**config.mk**
```make
export PLATFORM = sky130hd
export DESIGN_NAME = timed_motion_step_sequencer_unit
export DESIGN_NICKNAME = d
export VERILOG_FILES = /design/src/design/tmss_pkg.sv /design/src/design/tmss_in_reg.sv /design/src/design/tmss_core.sv /design/src/design/tmss_out_reg.sv /design/src/design/timed_motion_step_sequencer_unit.sv
export SDC_FILE = /design/constraint.sdc
export NUM_CORES = 1
export LEC_CHECK = 0
export BUFFER_PORTS_ARGS = -buffer_cell sky130_fd_sc_hd__buf_2
export CAP_MARGIN = 20
export CORE_ASPECT_RATIO = 0.75
export CORE_MARGIN = 8
export CORE_UTILIZATION = 60
export CTS_CLUSTER_DIAMETER = 80
export CTS_CLUSTER_SIZE = 10
export DETAILED_ROUTE_END_ITERATION = 10
export PLACE_DENSITY = 0.81
export SLEW_MARGIN = 20
export SYNTH_ARGS = -nofsm -noshare
export SYNTH_HDL_FRONTEND = slang
export SYNTH_SLANG_ARGS = --single-unit
```
**constraint.sdc**
```tcl
create_clock -name i_clk -period 15.1 [get_ports i_clk]
set_input_delay 0.755 -clock i_clk [delete_from_list [all_inputs] [get_ports i_clk]]
set_output_delay 0.755 -clock i_clk [all_outputs]
set_load 0.05 [all_outputs]
```
**src/design/tmss_pkg.sv**
```systemverilog
// Shared types, step tables and helpers for the timed motion step sequencer.
// No dependencies; imported by every module of the block.
`timescale 1ns / 1ps

package tmss_pkg;

    // Default tick rate of the real-time counter
    localparam int unsigned TPS_DEFAULT = 32768;

    localparam int unsigned CMD_W    = 3;
    localparam int unsigned TIME_W   = 64;
    localparam int unsigned MOTOR_W  = 17;
    localparam int unsigned DIR_W    = 10;
    localparam int unsigned STEP_W   = 4;
    localparam int unsigned LIGHT_POS = 16;

    // Sequence lengths
    localparam int unsigned MAIN_LEN   = 14;
    localparam int unsigned FOLD_LEN   = 5;
    localparam int unsigned UNFOLD_LEN = 4;
    localparam int unsigned MAX_MS     = 4500;

    // Step durations in milliseconds
    localparam int unsigned MAIN_MS [MAIN_LEN] = '{
        1000, 1400, 1900, 1600, 3000, 1400, 1000,
        1400, 4475, 1600,   50,  125, 1600, 1400
    };
    localparam int unsigned FOLD_MS [FOLD_LEN] = '{0, 100, 4500, 200, 800};
    localparam int unsigned UNFOLD_MS [UNFOLD_LEN] = '{0, 200, 850, 4500};

    // Motor direction masks for each step
    localparam logic [DIR_W-1:0] MAIN_DIR [MAIN_LEN] = '{
        10'h000, 10'h001, 10'h004, 10'h1A4, 10'h100, 10'h002, 10'h000,
        10'h001, 10'h200, 10'h058, 10'h040, 10'h010, 10'h008, 10'h002
    };
    localparam logic [DIR_W-1:0] FOLD_DIR [FOLD_LEN] = '{
        10'h000, 10'h002, 10'h068, 10'h020, 10'h040
    };
    localparam logic [DIR_W-1:0] UNFOLD_DIR [UNFOLD_LEN] = '{
        10'h000, 10'h010, 10'h080, 10'h094
    };

    typedef enum logic [CMD_W-1:0] {
        CMD_TICK   = 3'd0,
        CMD_START  = 3'd1,
        CMD_STOP   = 3'd2,
        CMD_FOLD   = 3'd3,
        CMD_UNFOLD = 3'd4
    } t_cmd;

    typedef enum logic [2:0] {
        MODE_START_REQ = 3'd0,
        MODE_STARTED   = 3'd1,
        MODE_STOP_REQ  = 3'd2,
        MODE_STOPPED   = 3'd3,
        MODE_FOLD      = 3'd4,
        MODE_UNFOLD    = 3'd5
    } t_mode;

    // One input beat
    typedef struct packed {
        logic [CMD_W-1:0]  cmd;
        logic [TIME_W-1:0] time_now;
    } t_item;

    // Result of processing one beat
    typedef struct packed {
        logic               fire;
        logic [MOTOR_W-1:0] motor_command;
    } t_result;

endpackage

```
**src/design/tmss_in_reg.sv**
```systemverilog
// Input register of the sequencer: captures one beat and holds it until the
// core consumes it. Depends on tmss_pkg.
`timescale 1ns / 1ps

module tmss_in_reg
    import tmss_pkg::*;
(
    input  logic  i_clk,
    input  logic  i_rst_n,
    input  logic  i_valid,
    input  t_item i_item,
    input  logic  i_take,
    output logic  o_stall,
    output logic  o_valid,
    output t_item o_item
);

    logic  r_valid;
    t_item r_item;

    // Stall while a held beat cannot move on
    assign o_stall = r_valid && !i_take;
    assign o_valid = r_valid;
    assign o_item  = r_item;

    // Load a new beat whenever the slot frees up
    always_ff @(posedge i_clk) begin
        if (!i_rst_n) begin
            r_valid <= 1'b0;
        end else if (!o_stall) begin
            r_valid <= i_valid;
        end
    end

    always_ff @(posedge i_clk) begin
        if (!o_stall) begin
            r_item <= i_item;
        end
    end

endmodule

```
**src/design/tmss_core.sv**
```systemverilog
// Sequencer core: mode, step index and deadline registers plus the step
// logic for one beat. Depends on tmss_pkg.
`timescale 1ns / 1ps

module tmss_core
    import tmss_pkg::*;
#(
    parameter int unsigned TICKS_PER_SECOND = TPS_DEFAULT
) (
    input  logic    i_clk,
    input  logic    i_rst_n,
    input  logic    i_go,
    input  t_item   i_item,
    output t_result o_result
);

    localparam longint unsigned MAX_TICKS =
        64'(MAX_MS) * 64'(TICKS_PER_SECOND) / 64'd1000;
    localparam int unsigned TICKS_W = $clog2(MAX_TICKS + 64'd1);

    t_mode              r_mode,     n_mode;
    logic [STEP_W-1:0]  r_step,     n_step;
    logic [TIME_W-1:0]  r_deadline, n_deadline;

    logic [TICKS_W-1:0] main_ticks   [MAIN_LEN];
    logic [TICKS_W-1:0] fold_ticks   [FOLD_LEN];
    logic [TICKS_W-1:0] unfold_ticks [UNFOLD_LEN];

    logic [STEP_W:0]    step_inc;
    logic [STEP_W:0]    main_wrap;
    logic [STEP_W:0]    fold_wrap;
    logic [STEP_W-1:0]  main_next;
    logic [2:0]         fold_next;
    logic [1:0]         unfold_next;
    logic [STEP_W-1:0]  sel_next;
    logic [TICKS_W-1:0] sel_ticks;
    logic [DIR_W-1:0]   sel_dir;
    logic               late;
    logic [TIME_W-1:0]  new_deadline;
    t_cmd               cmd;

    // Scale durations to ticks at elaboration
    for (genvar g = 0; g < MAIN_LEN; g++) begin : g_main
        assign main_ticks[g] =
            TICKS_W'(64'(MAIN_MS[g]) * 64'(TICKS_PER_SECOND) / 64'd1000);
    end
    for (genvar g = 0; g < FOLD_LEN; g++) begin : g_fold
        assign fold_ticks[g] =
            TICKS_W'(64'(FOLD_MS[g]) * 64'(TICKS_PER_SECOND) / 64'd1000);
    end
    for (genvar g = 0; g < UNFOLD_LEN; g++) begin : g_unfold
        assign unfold_ticks[g] =
            TICKS_W'(64'(UNFOLD_MS[g]) * 64'(TICKS_PER_SECOND) / 64'd1000);
    end

    // Next step index for each sequence, wrapped at its length
    assign step_inc = {1'b0, r_step} + 5'd1;
    assign main_wrap = (step_inc >= 5'(MAIN_LEN)) ? step_inc - 5'(MAIN_LEN) : step_inc;
    assign main_next = main_wrap[STEP_W-1:0];

    always_comb begin
        if (step_inc >= 5'(3 * FOLD_LEN)) begin
            fold_wrap = step_inc - 5'(3 * FOLD_LEN);
        end else if (step_inc >= 5'(2 * FOLD_LEN)) begin
            fold_wrap = step_inc - 5'(2 * FOLD_LEN);
        end else if (step_inc >= 5'(FOLD_LEN)) begin
            fold_wrap = step_inc - 5'(FOLD_LEN);
        end else begin
            fold_wrap = step_inc;
        end
    end
    assign fold_next   = fold_wrap[2:0];
    assign unfold_next = step_inc[1:0];

    // Pick the table of the running sequence
    always_comb begin
        case (r_mode)
            MODE_FOLD: begin
                sel_next  = STEP_W'(fold_next);
                sel_ticks = fold_ticks[fold_next];
                sel_dir   = FOLD_DIR[fold_next];
            end
            MODE_UNFOLD: begin
                sel_next  = STEP_W'(unfold_next);
                sel_ticks = unfold_ticks[unfold_next];
                sel_dir   = UNFOLD_DIR[unfold_next];
            end
            default: begin
                sel_next  = main_next;
                sel_ticks = main_ticks[main_next];
                sel_dir   = MAIN_DIR[main_next];
            end
        endcase
    end

    assign late         = i_item.time_now > r_deadline;
    assign new_deadline = i_item.time_now + TIME_W'(sel_ticks);
    assign cmd          = t_cmd'(i_item.cmd);

    // Work out the next state and the result of the beat
    always_comb begin
        n_mode     = r_mode;
        n_step     = r_step;
        n_deadline = r_deadline;
        o_result   = '0;
        if (i_go) begin
            case (cmd)
                CMD_START: begin
                    if (r_mode == MODE_STOPPED) begin
                        n_mode = MODE_START_REQ;
                    end
                end
                CMD_STOP: begin
                    if (r_mode == MODE_STARTED) begin
                        n_mode = MODE_STOP_REQ;
                    end
                end
                CMD_FOLD, CMD_UNFOLD: begin
                    if (r_mode == MODE_STOPPED) begin
                        n_mode     = (cmd == CMD_FOLD) ? MODE_FOLD : MODE_UNFOLD;
                        n_step     = '0;
                        n_deadline = '0;
                    end
                end
                CMD_TICK: begin
                    case (r_mode)
                        MODE_START_REQ: begin
                            n_step     = '0;
                            n_deadline = '0;
                            n_mode     = MODE_STARTED;
                        end
                        MODE_STARTED, MODE_STOP_REQ: begin
                            if (late) begin
                                n_step     = sel_next;
                                n_deadline = new_deadline;
                                o_result.fire = 1'b1;
                                o_result.motor_command = MOTOR_W'(sel_dir);
                                o_result.motor_command[LIGHT_POS] =
                                    (r_mode == MODE_STARTED);
                            end
                            // Stopping ends once the main loop is back at step zero
                            if (r_mode == MODE_STOP_REQ && n_step == '0) begin
                                n_mode = MODE_STOPPED;
                            end
                        end
                        MODE_FOLD, MODE_UNFOLD: begin
                            if (late) begin
                                n_step     = sel_next;
                                n_deadline = new_deadline;
                                o_result.fire = 1'b1;
                                o_result.motor_command = MOTOR_W'(sel_dir);
                                if (sel_next == '0) begin
                                    n_mode = MODE_STOPPED;
                                end
                            end
                        end
                        default: ;
                    endcase
                end
                default: ;
            endcase
        end
    end

    // Hold the sequencer state
    always_ff @(posedge i_clk) begin
        if (!i_rst_n) begin
            r_mode     <= MODE_STOPPED;
            r_step     <= '0;
            r_deadline <= '0;
        end else begin
            r_mode     <= n_mode;
            r_step     <= n_step;
            r_deadline <= n_deadline;
        end
    end

endmodule

```
**src/design/tmss_out_reg.sv**
```systemverilog
// Output register of the sequencer: holds one motor command beat until the
// receiver takes it. Depends on tmss_pkg.
`timescale 1ns / 1ps

module tmss_out_reg
    import tmss_pkg::*;
(
    input  logic               i_clk,
    input  logic               i_rst_n,
    input  t_result            i_result,
    input  logic               i_stall,
    output logic               o_free,
    output logic               o_valid,
    output logic [MOTOR_W-1:0] o_motor_command
);

    logic               r_valid;
    logic [MOTOR_W-1:0] r_command;

    // The slot can take a new beat if empty or being drained
    assign o_free          = !r_valid || !i_stall;
    assign o_valid         = r_valid;
    assign o_motor_command = r_command;

    always_ff @(posedge i_clk) begin
        if (!i_rst_n) begin
            r_valid <= 1'b0;
        end else if (o_free) begin
            r_valid <= i_result.fire;
        end
    end

    always_ff @(posedge i_clk) begin
        if (o_free && i_result.fire) begin
            r_command <= i_result.motor_command;
        end
    end

endmodule

```
**src/design/timed_motion_step_sequencer_unit.sv**
```systemverilog
// Top level of the timed motion step sequencer.
// Depends on tmss_pkg, tmss_in_reg, tmss_core and tmss_out_reg.
`timescale 1ns / 1ps

// Usage:
//   Input channel (i_valid / o_stall) carries one beat of i_cmd and
//   i_time_now: tick, start request, stop request, fold or unfold. A beat is
//   taken at a clock edge with i_valid high and o_stall low.
//   Output channel (o_valid / i_stall) carries o_motor_command, produced only
//   by ticks whose time is strictly past the current deadline. Requests and
//   early ticks give no output beat.
//   Each beat goes from the input register through the step logic to the
//   output register. Throughput: one beat per cycle unless the receiver
//   stalls; the step logic is a single 64-bit compare and add plus a table
//   read between the input and output registers. When the receiver stalls,
//   the output beat holds; the input register keeps accepting until it
//   holds a beat that cannot move, then o_stall rises.
//   Reset (i_rst_n low at a clock edge) empties both registers and puts the
//   sequencer in the stopped mode at step zero with a zero deadline.
module timed_motion_step_sequencer_unit
    import tmss_pkg::*;
#(
    parameter int unsigned TICKS_PER_SECOND = TPS_DEFAULT
) (
    input  logic               i_clk,
    input  logic               i_rst_n,
    input  logic               i_valid,
    output logic               o_stall,
    input  logic [CMD_W-1:0]   i_cmd,
    input  logic [TIME_W-1:0]  i_time_now,
    output logic               o_valid,
    input  logic               i_stall,
    output logic [MOTOR_W-1:0] o_motor_command
);

    t_item   in_item;
    t_item   held_item;
    logic    held_valid;
    logic    out_free;
    logic    go;
    t_result result;

    assign in_item.cmd      = i_cmd;
    assign in_item.time_now = i_time_now;

    // Process the held beat when the output slot can take its result
    assign go = held_valid && out_free;

    tmss_in_reg u_in_reg (
        .i_clk   (i_clk),
        .i_rst_n (i_rst_n),
        .i_valid (i_valid),
        .i_item  (in_item),
        .i_take  (out_free),
        .o_stall (o_stall),
        .o_valid (held_valid),
        .o_item  (held_item)
    );

    tmss_core #(
        .TICKS_PER_SECOND (TICKS_PER_SECOND)
    ) u_core (
        .i_clk    (i_clk),
        .i_rst_n  (i_rst_n),
        .i_go     (go),
        .i_item   (held_item),
        .o_result (result)
    );

    tmss_out_reg u_out_reg (
        .i_clk           (i_clk),
        .i_rst_n         (i_rst_n),
        .i_result        (result),
        .i_stall         (i_stall),
        .o_free          (out_free),
        .o_valid         (o_valid),
        .o_motor_command (o_motor_command)
    );

endmodule

```
After elaboration in Yosys (flattened, before gate mapping)
Memories as Yosys holds them, arrays and structs flattened.
Index checks and enable logic that the tools add are counted.
{"block": "totals", "reg_bits": 157, "romBits": 672, "inputBits": 71, "elab_cells": 115, "mem_count": 4}
{"memory": "(no name shown)", "words": 16, "width": 18, "read_ports": 1, "rd_clocked_by_memory_dff": 0, "write_ports": 0, "line_no": "tmss_core.sv:90", "rtl": "sel_ticks = main_ticks[main_next];"}
{"memory": "(no name shown)", "words": 16, "width": 10, "read_ports": 1, "rd_clocked_by_memory_dff": 0, "write_ports": 0, "line_no": "tmss_core.sv:91", "rtl": "sel_dir = MAIN_DIR[main_next];"}
{"memory": "(no name shown)", "words": 8, "width": 18, "read_ports": 1, "rd_clocked_by_memory_dff": 0, "write_ports": 0, "line_no": "tmss_core.sv:80", "rtl": "sel_ticks = fold_ticks[fold_next];"}
{"memory": "(no name shown)", "words": 8, "width": 10, "read_ports": 1, "rd_clocked_by_memory_dff": 0, "write_ports": 0, "line_no": "tmss_core.sv:81", "rtl": "sel_dir = FOLD_DIR[fold_next];"}
{"block": "op_classes", "add_sub_neg": 6, "magnitude_cmp": 8, "eq_ne": 18, "mux": 46, "bitwise_logic": 3, "reduce_logical": 22}
{"op": "64-bit one-hot mux with 2 select lines", "n": 2}
{"op": "18-bit two-way mux", "n": 10}
{"op": "64-bit two-way mux", "n": 2}
{"op": "18-bit one-hot mux with 2 select lines", "n": 2}
{"op": "64-bit by 18-bit adder with 64-bit output", "n": 1}
{"op": "64-bit greater-than comparator", "n": 1}
{"op": "10-bit two-way mux", "n": 6}
{"op": "18-bit binary-select mux with 2-bit select", "n": 1}
{"op": "3-bit two-way mux", "n": 9}
{"op": "4-bit two-way mux", "n": 6}
{"op": "10-bit binary-select mux with 2-bit select", "n": 1}
{"op": "10-bit one-hot mux with 2 select lines", "n": 1}
{"op": "4-bit one-hot mux with 2 select lines", "n": 2}
{"op": "5-bit by 4-bit greater-or-equal comparator with 1-bit output, second input constant", "n": 3}
{"op": "3-bit by 2-bit equality test with 1-bit output, second input constant", "n": 4}
{"op": "3-bit by 2-bit != test with 1-bit output, second input constant", "n": 4}
{"op": "3-bit one-hot mux with 4 select lines", "n": 1}
{"op": "4-bit one-hot mux with 3 select lines", "n": 1}
{"op": "3-bit equality test, second input constant", "n": 3}
{"op": "3-bit one-hot mux with 3 select lines", "n": 1}
{"op": "9-bit AND reduction", "n": 1}
{"op": "4-bit zero test", "n": 2}
{"op": "3-bit by 1-bit equality test with 1-bit output, second input constant", "n": 2}
{"op": "3-bit zero test", "n": 2}
{"op": "other kinds (25)", "n": 35}

Logic depth before layout (Yosys ltp)
Gate-level depths: netlist of run 1.
{"block": "logic_depth", "word_depth": 15, "depth_mapped": 28, "mapped_depth_nobuf": 24}

By module
From an unflattened synthesis of run 1, not the netlist that was laid out.
{"block": "unflattened", "cells_unflattened": 1049, "hier_area_um2": 9788.1}
{"module": "tmss_core", "n_inst": 1, "cells_each": 955, "area_per_inst_um2": 7173.1, "seq_area_each_um2": 1421.4}
{"module": "tmss_in_reg", "n_inst": 1, "cells_each": 71, "area_per_inst_um2": 2057.0, "seq_area_each_um2": 2031.9}
{"module": "tmss_out_reg", "n_inst": 1, "cells_each": 22, "area_per_inst_um2": 551.8, "seq_area_each_um2": 530.5}
{"module": "timed_motion_step_sequencer_unit", "n_inst": 1, "cells_each": 1, "area_per_inst_um2": 6.3, "seq_area_each_um2": 0.0}

Worst setup path after synthesis of run 1
OpenSTA, ideal clock, no wires.
{"block": "synth_path", "kind": "register to register", "startpoint": "register u_core.r_step[0]", "endpoint": "register u_core.r_deadline[42]", "arrival_time_ns": 5.418, "t_required_ns": 14.982, "slack_ns": 9.564, "path_stages_with_launch": 28, "n_path_buf": 3, "path_cell_list": "dfxtp_1 buf_4 buf_2 inv_1 ha_1 inv_1 ha_1 nor2b_2 or4_1 a221o_1 mux2i_1 a21oi_2 and3_1 a22o_1 nand2_1 o21ai_0 ha_1 fa_1 a21o_1 a21o_1 a21oi_1 or3_1 nand2_1 a41oi_1 buf_2 nor4_1 xnor2_1 o2bb2ai_2"}
{"block": "synth_via", "elab_chain_len": 14}
{"item": "start: declaration", "line_no": "tmss_core.sv:22", "rtl": "logic [STEP_W-1:0] r_step, n_step;"}
{"item": "start signal: assignment", "line_no": "tmss_core.sv:173", "rtl": "r_step <= n_step;"}
{"item": "4-bit by 1-bit adder with 5-bit output (*)", "line_no": "tmss_core.sv:57", "rtl": "assign step_inc = {1'b0, r_step} + 5'd1;"}
{"item": "5-bit by 3-bit greater-or-equal comparator with 1-bit output or 3-bit subtractor (tied branches)", "line_no": "tmss_core.sv:66, tmss_core.sv:67"}
{"item": "3-bit two-way mux", "line_no": "tmss_core.sv:66", "rtl": "end else if (step_inc >= 5'(FOLD_LEN)) begin"}
{"item": "3-bit two-way mux", "line_no": "tmss_core.sv:64", "rtl": "end else if (step_inc >= 5'(2 * FOLD_LEN)) begin"}
{"item": "3-bit two-way mux", "line_no": "tmss_core.sv:62", "rtl": "if (step_inc >= 5'(3 * FOLD_LEN)) begin"}
{"item": "3-bit inverter with 4-bit output (not written as such)", "line_no": "tmss_core.sv:80"}
{"item": "memory read 8 x 18 bit"}
{"item": "18-bit two-way mux (not written as such) (2 in series)", "line_no": "tmss_core.sv:80"}
{"item": "18-bit one-hot mux with 2 select lines (*)", "line_no": "tmss_core.sv:77", "rtl": "case (r_mode)"}
{"item": "64-bit by 18-bit adder with 64-bit output (*)", "line_no": "tmss_core.sv:97", "rtl": "assign new_deadline = i_item.time_now + TIME_W'(sel_ticks);"}
{"item": "64-bit two-way mux (*)", "line_no": "tmss_core.sv:133, tmss_core.sv:147"}
{"item": "64-bit one-hot mux with 2 select lines (*)", "line_no": "tmss_core.sv:126", "rtl": "case (r_mode)"}
{"item": "64-bit one-hot mux with 2 select lines (*)", "line_no": "tmss_core.sv:107", "rtl": "case (cmd)"}
{"item": "end signal: assignment", "line_no": "tmss_core.sv:174", "rtl": "r_deadline <= n_deadline;"}
{"item": "end: declaration", "line_no": "tmss_core.sv:23", "rtl": "logic [TIME_W-1:0] r_deadline, n_deadline;"}
Every way passes the cells marked *; elsewhere a longest branch is shown, timed or not. The select of a mux whose other input is x is not followed.
A chain may end at the register's enable or synchronous reset.

Final worst setup path of run 1
{"block": "layout_path", "startpoint": "register u_core.r_step[0]", "endpoint": "register u_core.r_deadline[49]"}
The elaborated chain is that of the path after synthesis.

==> flow_summary.yaml, run 1 <==
run_status:
  status: "completed"
place:
  place_hpwl_um: 16700
  globalplace.congestion: 0.907
  io_buffers: 83
  post-place-cells: 1262
  pre_cts_ws_ns: 7.84
  postPlaceCellArea_mm2: 0.0103
worst_setup_path:
  critical-path-max-stage-delay_ns: 0.84
  timing.critical_path.depth: 24
  crit_slowest_cell: "sky130_fd_sc_hd__dfxtp_1"
  crit_path_start: "u_core.r_step[0]$_SDFFE_PN0P_"
  path_cells: "inv_1, ha_1, ha_1, nor2_1, o2bb2ai_1, a211oi_2, xnor2_2, inv_2, ha_1, nor3_1, a21oi_1, o21ai_0, a21oi_1, or2_2, ha_1, a21o_1, a21o_1, a221oi_1, o21a_1, o21ai_1, a31oi_2, nor2b_1, xnor2_1, o2bb2ai_2"
  r2r_start: "u_core.r_step[0]$_SDFFE_PN0P_"
  r2r_setup_slk_ns: 7.85
  cp_data_required_time_ns: 15.39
  crit_arrival_ns: 7.54
  r2r_cells: 24
  cell_type_group_with_the_largest_total_delay_on_the_critical_path: "compound AO/OA/AOI/OAI gates"
  startpoint_type: "flip-flop"
  worst_r2r_endpoint: "u_core.r_deadline[49]$_SDFFE_PN0P_"
  crit_path_end: "u_core.r_deadline[49]$_SDFFE_PN0P_"
  criticalPathCategory: "reg -> reg"
  setup.worst_path.end_class: "flip-flop"
  critical-path-top-cell-by-count: "sky130_fd_sc_hd__ha_1"
  timing.critical_path.buf_inv: 2
  cp_max_fo: 22
clock_tree:
  clock_tree.buffer_depth: 2
  clockRootBuffer: "sky130_fd_sc_hd__clkbuf_16"
  htree_num_levels: 4
  postCtsHoldBufs: 0
  insertion_delay_ns: 0.43
  cts_inserted_buffers: 17
  post-cts-setup-buffers: 0
  cts_repair_resize_count: 0
  cts.sinks: 151
  tritoncts: "done"
  clk_pin_slew_ns: 0.07
grt:
  grt_max_degree: 69
  grt_first_pass_wirelength_um: 38300
  first_global_vias: 7499
  antenna_found_initial: 0
  grt.total_usage_pct: 22.9
  grt_remaining_overflow: 0
floorplanning:
  core-area_mm2: 0.0160
  initial_util_pct: 61.3
  rows: 40
  die_height_um: 127
  fp.dieW_um: 164
  ios: 90
  die_area_mm2: 0.0208
sta:
  maxClockFrequency_ghz: 0.138
  rsz_0062_raised_after_global_routing: "false"
  clock-skew-final_ns: 0.0128
  max_slew_violation_count: 0
  min_clock_period_post_route_ns: 7.25
  period_share_pct: 48.0
  setup_viol: 0
  tns_ns: 0
  actual_slew_at_the_worst_max_slew_pin_ns: 1.08
  fin_ws_ns: 7.85
  report.final.hold_viol_count: 0
  slew_headroom_pct: 28.3
layout:
  layout_commonest_cell: "sky130_fd_sc_hd__ha_1"
  stdcell_area_mm2: 0.0109
  layout-drive-gt1-share_pct: 16.9
  layout_common_cells: "95 x sky130_fd_sc_hd__ha_1, 83 x sky130_fd_sc_hd__buf_2, 81 x sky130_fd_sc_hd__inv_1, 79 x sky130_fd_sc_hd__nor2_1, 78 x sky130_fd_sc_hd__edfxtp_1"
  instances_no_fill: 1294
  final_net_count: 1238
  utilization_of_the_core_after_routing_pct: 68.0
  antenna-diode-count: 0
  area_growth_pct: 10.9
routing:
  detail_route.drc_violations: 0
  detailroute.via_count: 7776
  route.antenna.remaining_nets: 0
  detailedRoute.firstPassIterationCount: 6
  routedWlPerCell_um: 18.1
  via_per_inst: 6.01
  wirelength_um: 23500
  first_iter_violations: 724
pwr:
  cellPowerDensity_mw_per_mm2: 89.4
  power_leakage_nw: 4.11
  ir_worst_vdd_mv: 0.0775
yosys:
  synth_sequential_area_ratio_pct: 38.7
  syn_area_per_cell_um2: 9.77
  asyncSetResetFlopFracSynth_pct: 0
  synth-edff-count: 78
  postSynthRegisterBits: 151
  synth.lib_cells_used.distinct: 81
  synth-warning-count: 0
  synthDominantCellAreaShare_pct: 23.9
  post_synth_instance_area_mm2: 0.00982
  netlist_top_cells_area: "sky130_fd_sc_hd__edfxtp_1 24%, sky130_fd_sc_hd__dfxtp_1 15%, sky130_fd_sc_hd__ha_1 12%"
  post-synth-top-area-cell: "sky130_fd_sc_hd__edfxtp_1"
  postSynth.topFlopCell: "sky130_fd_sc_hd__edfxtp_1"
  netlist_instances: 1005
flow_run:
  max_cap_violations: 0
hold_path:
  worst_hold_path_type: "reg -> reg"
[synth_stat cells (10+ instances only)]
| master | count |
|---|---|
| sky130_fd_sc_hd__a21o_1 | 19 |
| sky130_fd_sc_hd__buf_2 | 14 |
| sky130_fd_sc_hd__dfxtp_1 | 73 |
| sky130_fd_sc_hd__ha_1 | 95 |
| sky130_fd_sc_hd__a31oi_1 | 11 |
| sky130_fd_sc_hd__inv_1 | 81 |
| sky130_fd_sc_hd__o2bb2ai_2 | 30 |
| sky130_fd_sc_hd__clkbuf_1 | 14 |
| sky130_fd_sc_hd__o21ai_0 | 26 |
| sky130_fd_sc_hd__a22oi_1 | 19 |
| sky130_fd_sc_hd__nand2_1 | 64 |
| sky130_fd_sc_hd__a21oi_1 | 55 |
| sky130_fd_sc_hd__nor2_1 | 79 |
| sky130_fd_sc_hd__edfxtp_1 | 78 |
| sky130_fd_sc_hd__nand2b_1 | 10 |
| sky130_fd_sc_hd__o2bb2ai_1 | 18 |
| sky130_fd_sc_hd__nand4_1 | 20 |
| sky130_fd_sc_hd__and3_1 | 20 |
| sky130_fd_sc_hd__xor2_1 | 21 |
| sky130_fd_sc_hd__xnor2_1 | 47 |
| sky130_fd_sc_hd__nor3_1 | 24 |
| sky130_fd_sc_hd__nand3_1 | 35 |
[worst min-delay path by stage]
stage                                             startpoint                                  to  slack, ns  cells after the start
after floorplan           u_core.r_deadline[10]$_SDFFE_PN0P_  u_core.r_deadline[10]$_SDFFE_PN0P_       0.43                      1
final                     u_core.r_deadline[23]$_SDFFE_PN0P_  u_core.r_deadline[23]$_SDFFE_PN0P_       0.47                      1
after global placement    u_core.r_deadline[24]$_SDFFE_PN0P_  u_core.r_deadline[24]$_SDFFE_PN0P_       0.45                      1
after CTS                 u_core.r_deadline[23]$_SDFFE_PN0P_  u_core.r_deadline[23]$_SDFFE_PN0P_       0.47                      1
after global routing                          i_time_now[38]       u_in_reg.o_item[38]$_DFFE_PN_       0.47                      1
after detailed placement  u_core.r_deadline[32]$_SDFFE_PN0P_  u_core.r_deadline[32]$_SDFFE_PN0P_       0.45                      1
[registers in the layout (all words and copies together), names as in the netlist]
register and count:
u_out_reg.o_motor_command 11, u_in_reg.o_item 67, u_core.r_deadline 64, u_out_reg.o_valid 1
u_core.r_step 4, u_core.r_mode 3, u_in_reg.o_valid 1
[kinds of logic (layout without fill, tap and decap cells)]
group                      after synthesis  after routing  share of synthesized area (%)
and+or+nand+nor                        305            305                           15.8
AOI/OAI and AO/OA                      251            251                           20.4
DFF                                    151            151                           38.7
buffers and inverters                  128            202                           5.95
adders and majority gates               96             96                           12.3
xor gates and xnor gates                70             70                           6.40
muxes                                    3              3                          0.306
other                                    1              6                         0.0382
[through the flow]
stage                     hold WS, ns  total power [W]
after floorplan                 0.432         0.000523
after global placement          0.446         0.000546
after detailed placement        0.448         0.000548
after CTS                       0.468         0.000976
after global routing            0.475          0.00100
final                           0.467         0.000974
[layer usage]
metal | global-route usage [%] | wire length [µm] | up-vias
li1 | - | - | 3813
met1 | 32.4 | 11100 | 3625
met2 | 34.2 | 10200 | 312
met3 | 5.59 | 1870 | 26
met4 | 5.92 | 329 | 0
met5 | 0 | 0 | -
[where the power goes]
group | total [W] | switching, W | internal, W
registers | 0.000456 | 0.0000146 | 0.000441
clock network | 0.000432 | 0.000174 | 0.000258
logic | 0.0000860 | 0.0000492 | 0.0000368
[worst register-to-register path: stages, from the launching register on]
cell,delay [ns]
sky130_fd_sc_hd__dfxtp_1,0.84
sky130_fd_sc_hd__inv_1,0.40
sky130_fd_sc_hd__ha_1,0.55
sky130_fd_sc_hd__ha_1,0.50
sky130_fd_sc_hd__nor2_1,0.10
sky130_fd_sc_hd__o2bb2ai_1,0.15
sky130_fd_sc_hd__a211oi_2,0.27
sky130_fd_sc_hd__xnor2_2,0.21
sky130_fd_sc_hd__inv_2,0.12
sky130_fd_sc_hd__ha_1,0.29
sky130_fd_sc_hd__nor3_1,0.19
sky130_fd_sc_hd__a21oi_1,0.08
sky130_fd_sc_hd__o21ai_0,0.29
sky130_fd_sc_hd__a21oi_1,0.06
sky130_fd_sc_hd__or2_2,0.36
sky130_fd_sc_hd__ha_1,0.25
sky130_fd_sc_hd__a21o_1,0.18
sky130_fd_sc_hd__a21o_1,0.19
sky130_fd_sc_hd__a221oi_1,0.30
sky130_fd_sc_hd__o21a_1,0.25
sky130_fd_sc_hd__o21ai_1,0.17
sky130_fd_sc_hd__a31oi_2,0.81
sky130_fd_sc_hd__nor2b_1,0.17
sky130_fd_sc_hd__xnor2_1,0.28
sky130_fd_sc_hd__o2bb2ai_2,0.10
[layout make-up]
type	instances	area [µm²]
Clock buffer	21	472
Sequential cell	151	3800
Timing Repair Buffer	86	438
Tap cell	210	263
Fill cell	1223	5120
Inverter	84	315
Clock inverter	11	123
Multi-Input combinational cell	731	5480
Power figures use the tool's default switching activity.
==> run 2: changes to the inputs <==
Settings changed: CORE_UTILIZATION 60 to 55, PLACE_DENSITY 0.81 to 0.79.
Clock period 15.1 ns to 6.2 ns, I/O delays scaled along.
==> run 2 against run 1 <==
Critical path depth rose by 1. Register-to-register slack worse by 7.4 ns. Setup slack worse by 7.4 ns. Total power up 140%. Sequential power rose by 140%. Flip-flop and latch count unchanged.
==> flow_summary.yaml, run 2 (synthesis results as in run 1) <==
run_status:
  status: "completed"
sta:
  max_slew_violation_count: 0
  tns_ns: 0
  clock-skew-final_ns: 0.0101
  setup_viol: 0
  maxClockFrequency_ghz: 0.172
  min_clock_period_post_route_ns: 5.80
  slew_headroom_pct: 35.7
  period_share_pct: 93.5
  report.final.hold_viol_count: 0
  rsz_0062_raised_after_global_routing: "false"
  actual_slew_at_the_worst_max_slew_pin_ns: 0.962
flow_run:
  max_cap_violations: 0
routing:
  detailedRoute.firstPassIterationCount: 5
  detailroute.via_count: 7828
  routedWlPerCell_um: 17.3
  route.antenna.remaining_nets: 0
  via_per_inst: 5.85
  first_iter_violations: 650
  detail_route.drc_violations: 0
  wirelength_um: 23200
worst_setup_path:
  cp_max_fo: 11
  r2r_setup_slk_ns: 0.40
  worst_r2r_endpoint: "u_core.r_deadline[56]$_SDFFE_PN0P_"
  cell_type_group_with_the_largest_total_delay_on_the_critical_path: "simple AND/OR/NAND/NOR gates"
  startpoint_type: "flip-flop"
  critical-path-max-stage-delay_ns: 0.39
  critical-path-top-cell-by-count: "sky130_fd_sc_hd__ha_1"
  r2r_cells: 25
  cp_data_required_time_ns: 6.51
  crit_slowest_cell: "sky130_fd_sc_hd__ha_1"
  criticalPathCategory: "reg -> reg"
  timing.critical_path.buf_inv: 2
  r2r_start: "u_core.r_step[0]$_SDFFE_PN0P_"
  crit_path_start: "u_core.r_step[0]$_SDFFE_PN0P_"
  setup.worst_path.end_class: "flip-flop"
  crit_arrival_ns: 6.10
grt:
  grt_first_pass_wirelength_um: 38000
  first_global_vias: 7549
  grt_max_degree: 69
  antenna_found_initial: 0
  grt.total_usage_pct: 20.8
  grt_remaining_overflow: 0
pwr:
  design_power_w: 0.00235
  cellPowerDensity_mw_per_mm2: 213
  netSwitchingFraction_pct: 26.2
  part_of_the_power_in_the_clock_network_pct: 43.9
  power_frac_seq_pct: 47.2
  ir_worst_vdd_mv: 0.139
  switchingPower_w: 0.000616
  share_comb_of_total_power_pct: 8.9
  power_leakage_nw: 4.17
  power.internal_w: 0.00174
place:
  globalplace.congestion: 0.921
  io_buffers: 83
  place_hpwl_um: 16800
clock_tree:
  htree_num_levels: 4
  clock_tree.buffer_depth: 2
  postCtsHoldBufs: 0
  cts_inserted_buffers: 17
  cts_repair_resize_count: 0
  post-cts-setup-buffers: 0
  clockRootBuffer: "sky130_fd_sc_hd__clkbuf_16"
  cts.sinks: 151
  clk_pin_slew_ns: 0.07
  tritoncts: "done"
  insertion_delay_ns: 0.44
floorplanning:
  die_area_mm2: 0.0224
  rows: 42
  core-area_mm2: 0.0176
  die_height_um: 132
  fp.dieW_um: 170
  ios: 90
  initial_util_pct: 55.9
layout:
  antenna-diode-count: 0
  layout-drive-gt1-share_pct: 18.0
  area_growth_pct: 12.4
  layout_common_cells: "95 x sky130_fd_sc_hd__ha_1, 83 x sky130_fd_sc_hd__buf_2, 81 x sky130_fd_sc_hd__inv_1, 79 x sky130_fd_sc_hd__nor2_1, 78 x sky130_fd_sc_hd__edfxtp_1"
  largest_register_ff_count: 67
  final_net_count: 1251
  nFillCells: 1433
  layout_commonest_cell: "sky130_fd_sc_hd__ha_1"
hold_path:
  hold-path-cell-count: 1
  hold_path.startpoint: "i_time_now[36]"
  hold_path_end: "u_in_reg.o_item[36]$_DFFE_PN_"
  worst_hold_path_type: "in -> reg"
run 2: power groups by stage:
stage	sequential, W	clock (W)	combinational (W)
6_report	0.00111	0.00103	0.000209
5_1_grt	0.00111	0.00109	0.000233
4_1_cts	0.00111	0.00105	0.000207
3_5_place_dp	0.00113	0	0.000204
3_3_place_gp	0.00113	0	0.000199
2_1_floorplan	0.00112	0	0.000156
run 2: how the worst max path moves through the flow:
stage	to	slack, ns	cells past startpoint
final	u_core.r_deadline[56]$_SDFFE_PN0P_	0.40	25
after global routing	u_core.r_deadline[56]$_SDFFE_PN0P_	0.006	25
after CTS	u_core.r_deadline[56]$_SDFFE_PN0P_	0.29	24
after detailed placement	u_core.r_deadline[56]$_SDFFE_PN0P_	0.34	24
after global placement	u_core.r_deadline[51]$_SDFFE_PN0P_	0.51	25
after floorplan	u_core.r_deadline[54]$_SDFFE_PN0P_	0.66	27
run 2: metrics by stage:
step | instance area (µm²) | util [%] | cells | setup slack [ns] | hold slack [ns]
after detailed placement | 10400 | 59.3 | 1306 | 0.343 | 0.446
after CTS | 11000 | 62.7 | 1338 | 0.294 | 0.0230
after global placement | 10400 | 59.3 | 1306 | 0.506 | 0.445
after global routing | 11000 | 62.9 | 1339 | 0.00570 | 0.0265
after floorplan | 9840 | - | 1010 | 0.664 | 0.399
final | 11000 | 62.9 | 1339 | 0.401 | 0.0403
run 2: layer usage:
| layer | vias up | GRT usage, % | routed length [µm] |
|---|---|---|---|
| met4 | 0 | 6.51 | 316 |
| met3 | 26 | 4.28 | 1490 |
| met2 | 227 | 31.3 | 10100 |
| met5 | - | 0 | 0 |
| li1 | 3832 | - | - |
| met1 | 3743 | 29.3 | 11300 |
run 2: layout make-up:
cell class	count	area, µm²	share of cell area (%)
inverters	84	315	2.86
well taps	242	303	2.74
repair buffers	99	548	4.97
clock buffers	17	425	3.85
flip-flops and latches	151	3800	34.5
clock inverters	15	163	1.47
multi-input cells	731	5480	49.6
